[config.mk]
export PLATFORM = sky130hd
export DESIGN_NAME = tdf_ctrl
export DESIGN_NICKNAME = d
export VERILOG_FILES = /design/src/hw/rtl/tdf_pkg.sv /design/src/hw/rtl/tdf_ctrl.sv
export SDC_FILE = /design/constraint.sdc
export NUM_CORES = 1
export LEC_CHECK = 0
export BUFFER_PORTS_ARGS = -buffer_cell sky130_fd_sc_hd__clkbuf_2
export CELL_PAD_IN_SITES_DETAIL_PLACEMENT = 1
export CELL_PAD_IN_SITES_GLOBAL_PLACEMENT = 1
export CORE_AREA = 2 2 39 41
export CTS_CLUSTER_SIZE = 10
export DETAILED_ROUTE_END_ITERATION = 7
export DIE_AREA = 0 0 41 43
export GPL_TIMING_DRIVEN = 0
export PLACE_DENSITY = 0.52
export SYNTH_ARGS = -nofsm -noshare
export SYNTH_HDL_FRONTEND = slang
export SYNTH_SLANG_ARGS = --single-unit
[constraint.sdc]
create_clock -name clk_i -period 0.95 [get_ports clk_i]
set_input_delay 0.0475 -clock clk_i [delete_from_list [all_inputs] [get_ports clk_i]]
set_output_delay 0.0475 -clock clk_i [all_outputs]
set_load 0.02 [all_outputs]
[src/hw/rtl/tdf_pkg.sv]
// Package of shared types and constants for the threshold and duplicate filter.
package tdf_pkg;

  // Key length in bits and the number of keys that the table holds.
  localparam int GeneBits   = 64;
  localparam int TableDepth = 1024;

  // Fixed field widths of the item channels.
  localparam int KeyW     = 64;
  localparam int ScoreW   = 32;
  localparam int StatusW  = 3;
  localparam int KeyNumW  = 11;

  // Table address and fill count widths.
  localparam int AddrW  = (TableDepth > 1) ? $clog2(TableDepth) : 1;
  localparam int CountW = $clog2(TableDepth + 1);

  // Only the low GeneBits bits of a key take part in anything.
  localparam logic [KeyW-1:0] KeyMask = {KeyW{1'b1}} >> (KeyW - GeneBits);

  // Result status codes.
  typedef enum logic [StatusW-1:0] {
    StAccepted  = 3'd0,
    StBelow     = 3'd1,
    StDuplicate = 3'd2,
    StFull      = 3'd3,
    StPreloaded = 3'd4
  } status_e;

  // Controller states.
  typedef enum logic [1:0] {
    CtrlIdle,
    CtrlSearch,
    CtrlFinish
  } ctrl_state_e;

  // Commands from the controller to the datapath.
  typedef struct packed {
    logic    capture;
    logic    search;
    logic    load;
    logic    store;
    status_e status;
  } cmd_t;

  // Status from the datapath to the controller.
  typedef struct packed {
    logic preload;
    logic below;
    logic hit;
    logic full;
    logic issue_done;
    logic rd_pending;
    logic out_free;
  } sts_t;

endpackage

[src/hw/rtl/tdf_ctrl.sv]
// Controller state machine: sequences capture, table search, store and result.
module tdf_ctrl
  import tdf_pkg::*;
(
  input  logic clk_i,
  input  logic rst_ni,
  input  logic in_valid_i,
  output logic in_ready_o,
  input  sts_t sts_i,
  output cmd_t cmd_o
);

  ctrl_state_e state_q, state_d;
  logic        search_done;

  // The search is over once every stored key is read and the last one compared.
  assign search_done = sts_i.issue_done && !sts_i.rd_pending;

  // State register.
  always_ff @(posedge clk_i or negedge rst_ni) begin
    if (!rst_ni) begin
      state_q <= CtrlIdle;
    end else begin
      state_q <= state_d;
    end
  end

  // Next state.
  always_comb begin
    state_d = state_q;
    unique case (state_q)
      CtrlIdle: begin
        if (in_valid_i) begin
          state_d = CtrlSearch;
        end
      end
      CtrlSearch: begin
        if (sts_i.below || search_done) begin
          state_d = CtrlFinish;
        end
      end
      CtrlFinish: begin
        if (sts_i.out_free) begin
          state_d = CtrlIdle;
        end
      end
      default: state_d = CtrlIdle;
    endcase
  end

  // Outputs: handshake and datapath commands.
  always_comb begin
    in_ready_o     = 1'b0;
    cmd_o          = '0;
    cmd_o.status   = StAccepted;
    unique case (state_q)
      CtrlIdle: begin
        in_ready_o    = 1'b1;
        cmd_o.capture = in_valid_i;
      end
      CtrlSearch: begin
        cmd_o.search = !sts_i.below;
      end
      CtrlFinish: begin
        cmd_o.load = sts_i.out_free;
        if (sts_i.below) begin
          cmd_o.status = StBelow;
        end else if (sts_i.hit) begin
          cmd_o.status = StDuplicate;
        end else if (sts_i.full) begin
          cmd_o.status = StFull;
        end else begin
          cmd_o.store  = sts_i.out_free;
          cmd_o.status = sts_i.preload ? StPreloaded : StAccepted;
        end
      end
      default: begin
        in_ready_o = 1'b0;
      end
    endcase
  end

endmodule

==> qor.csv <==
metric,value,unit
holdWs,66.9,ps
cellPowerDensity,2630,nW/um^2
critPathTopFamily,simple AND/OR/NAND/NOR gates,
cts_sinks,2,
min-delay-path-class,primary input to register,
path_buf_inv,1,
grt_max_degree,6,
synth_fa_ha_area_share,0,%
synth_mux_area_share,0,%
path_class,register to output port,
overflow,0,
routed_wl,746,um
syn_area_per_cell,7.62,um^2
antenna_found_initial,0,
crit_chain,nand2b_4 > nor4_4 > and2_2 > clkbuf_4,
p_switching,465,uW
relSlewSlack,82.0,%
worst_path_max_delay_cell,dfrtp_1,
power_leakage,0.227,nW
design_power_total,1.21,mW
cts.clk_slew.worst_paths,30,ps
gr-usage-all-layers,10.9,%
insertion_delay,220,ps
top_level_ports,18,
diodes,0,
numCtsBuffers,3,
synth_seq_cells,2,
syn_inst,22,
post-place-cells,55,
grt_pass1_vias,255,
synth.net_count,32,
arrival,1230,ps
num_rows,14,
cap_violations,0,
cpPeakStageDelay,370,ps
place.gp.congestion,0.625,
synth_cell_type_count,13,
fin_cells,65,
dr.pass1.iters,1,
path_max_fanout,2,
r2r_slack,-130,ps
peakVddDrop,0.000754,V
syn_area,168,um^2
drv_slew,0,
cp-start-kind,register,
yosys.area.top_type,dfrtp_1,
worstSetupPathDepth,4,
synth_edf_count,0,
hold_viol_final,0,
ys.flop_type,dfrtp_1,
synth_top_family_by_area,simple AND/OR/NAND/NOR gates,
nets,61,
worstPathRequired,900,ps
vias,247,
r2r_end,state_q[0]$_DFFE_PN0P_,
violations,setup timing,
clockRootBuffer,clkbuf_4,
worst_pin_slew,271,ps
drtAntennaViolNets,0,
cts-htree-levels,1,
synth-seq-area-share,29.9,%
crit_path_end,cmd_o[3],
synth-simple-area-share,46.3,%
fin_crit,1280,ps
async_reset_ff_share,100,%
rsz0062_at_grt,true,
die_x,41,um
regMostFlops,state_q,
finClkSkew,4.52,ps
cts_tree,done,
clkPwrFrac,15.4,%
fin_setup_tns,-2070,ps
synth_commonest_cells,"inv_1, nor2_1, a21oi_1, and2_1, dfrtp_1",
dp_hpwl,467,um
end_kind,output port,
combPwrFrac,70.6,%
cts_buffer_depth,2,
biggestRegsByFlops,state_q (2),
drc_errors,0,
die_height,43,um
ff2ff_path_depth,5,
largest_register_ffs,2,
synth_area_leaders,"dfrtp_1, inv_1, nor2_1, nand2b_4, and2_1",
drt_iter0_drc,0,
synth_warnings,0,
reg2reg_from,state_q[1]$_DFFE_PN0P_,
synth_top_area_share,29.9,%
setup_viol,9,
fin_crit_sh,134,%
crit_start,state_q[0]$_DFFE_PN0P_,
synth_compound_area_share,14.9,%
finalWorstSetupSlack,-326,ps
outcome,finished with violations,
fmax,784,MHz
initial_core_util,12.1,%
drive_above_1_share,79.6,%
wire_per_inst,11.5,um
vias_per_cell,3.80,
io_buffers,17,
seq_power_share,14.0,%
synth_xor_area_share,0,%
die-area,1760,um^2
syn_to_final_growth,174,%
grt_first_pass_wirelength,1.24,mm
p_int,744,uW
p_sw_share,38.5,%
coreArea,1380,um^2
layout make-up:
type | count | area [um^2]
clock buffers | 3 | 22.5
repair buffers | 24 | 201
inverters | 4 | 15.0
multi-input cells | 16 | 149
fillers | 174 | 925
flip-flops and latches | 2 | 51.3
well taps | 16 | 20.0
worst reg2reg max path: stages (launching register included):
cell and delay (ps):
dfrtp_2 400, buf_6 120, nor2_4 30, and2_4 130
buf_6 100, a31o_1 170
cells by family (layout without fill, tap and decap cells):
group	count (synthesis)	in the layout
AO/OA/AOI/OAI	4	4
flip-flops	2	2
buffers and inverters	4	31
AND/OR/NAND/NOR	12	12
timing repair:
item / 4_1_cts / 5_1_grt
endpoints found under the hold margin: 2 / 0
resized for setup: 22 / 7
hold buffers: 1 / 0
pin swaps: 1 / 2
endpoints found under the setup margin: 9 / 10
setup buffers: 3 / 3
per-layer routing:
layer / up-vias / GRT usage, % / share of wire (%)
met5: - / 0 / 0
met1: 119 / 13.4 / 42
met4: 0 / 6.00 / 0
met2: 1 / 14.4 / 57
met3: 0 / 6.28 / 0.40
li1: 127 / - / -
cells in the final DEF (no fill, tap or decap):
cell type | netlist | final
dfrtp_2 | 0 | 1
clkbuf_4 | 0 | 4
and2_2 | 0 | 1
inv_1 | 4 | 3
nor3_2 | 0 | 1
nor2_4 | 0 | 3
a21oi_1 | 2 | 2
and2_4 | 1 | 2
nand2_2 | 0 | 1
buf_8 | 0 | 2
clkbuf_2 | 0 | 9
clkbuf_8 | 0 | 3
o22ai_2 | 0 | 1
dfrtp_1 | 2 | 1
inv_2 | 0 | 1
a31o_1 | 1 | 1
nand2b_4 | 1 | 1
buf_6 | 0 | 2
buf_4 | 0 | 6
nor2_1 | 4 | 2
dlygate4sd3_1 | 0 | 1
nor4_4 | 0 | 1
worst min-delay path by stage:
| stage | end | slack, ps | cells after the start | startpoint |
|---|---|---|---|---|
| detailed placement | state_q[0]$_DFFE_PN0P_ | -160 | 1 | rst_ni |
| global route | state_q[1]$_DFFE_PN0P_ | 70 | 2 | sts_i[0] |
| global placement | state_q[1]$_DFFE_PN0P_ | -170 | 1 | rst_ni |
| floorplan | state_q[0]$_DFFE_PN0P_ | -250 | 0 | rst_ni |
| CTS | state_q[1]$_DFFE_PN0P_ | 50 | 2 | sts_i[0] |
| finish | state_q[1]$_DFFE_PN0P_ | 70 | 2 | sts_i[0] |
per-stage QoR:
stage	setup slack (ps)	util, %	area (um^2)
6_report	-326	33.2	459
5_1_grt	-427	33.2	459
4_1_cts	-346	30.4	420
3_5_place_dp	-246	20.6	285
3_3_place_gp	-231	20.6	285
2_1_floorplan	-35.6	-	180
power groups by stage:
| stage | clock network [mW] | logic (mW) | registers [mW] |
|---|---|---|---|
| final | 0.186 | 0.854 | 0.170 |
| after detailed placement | 0 | 0.421 | 0.186 |
| after global routing | 0.211 | 0.902 | 0.174 |
| after CTS | 0.197 | 0.692 | 0.174 |
| after global placement | 0 | 0.424 | 0.186 |
| after floorplan | 0 | 0.293 | 0.178 |
(Power assumes the default switching activity.)
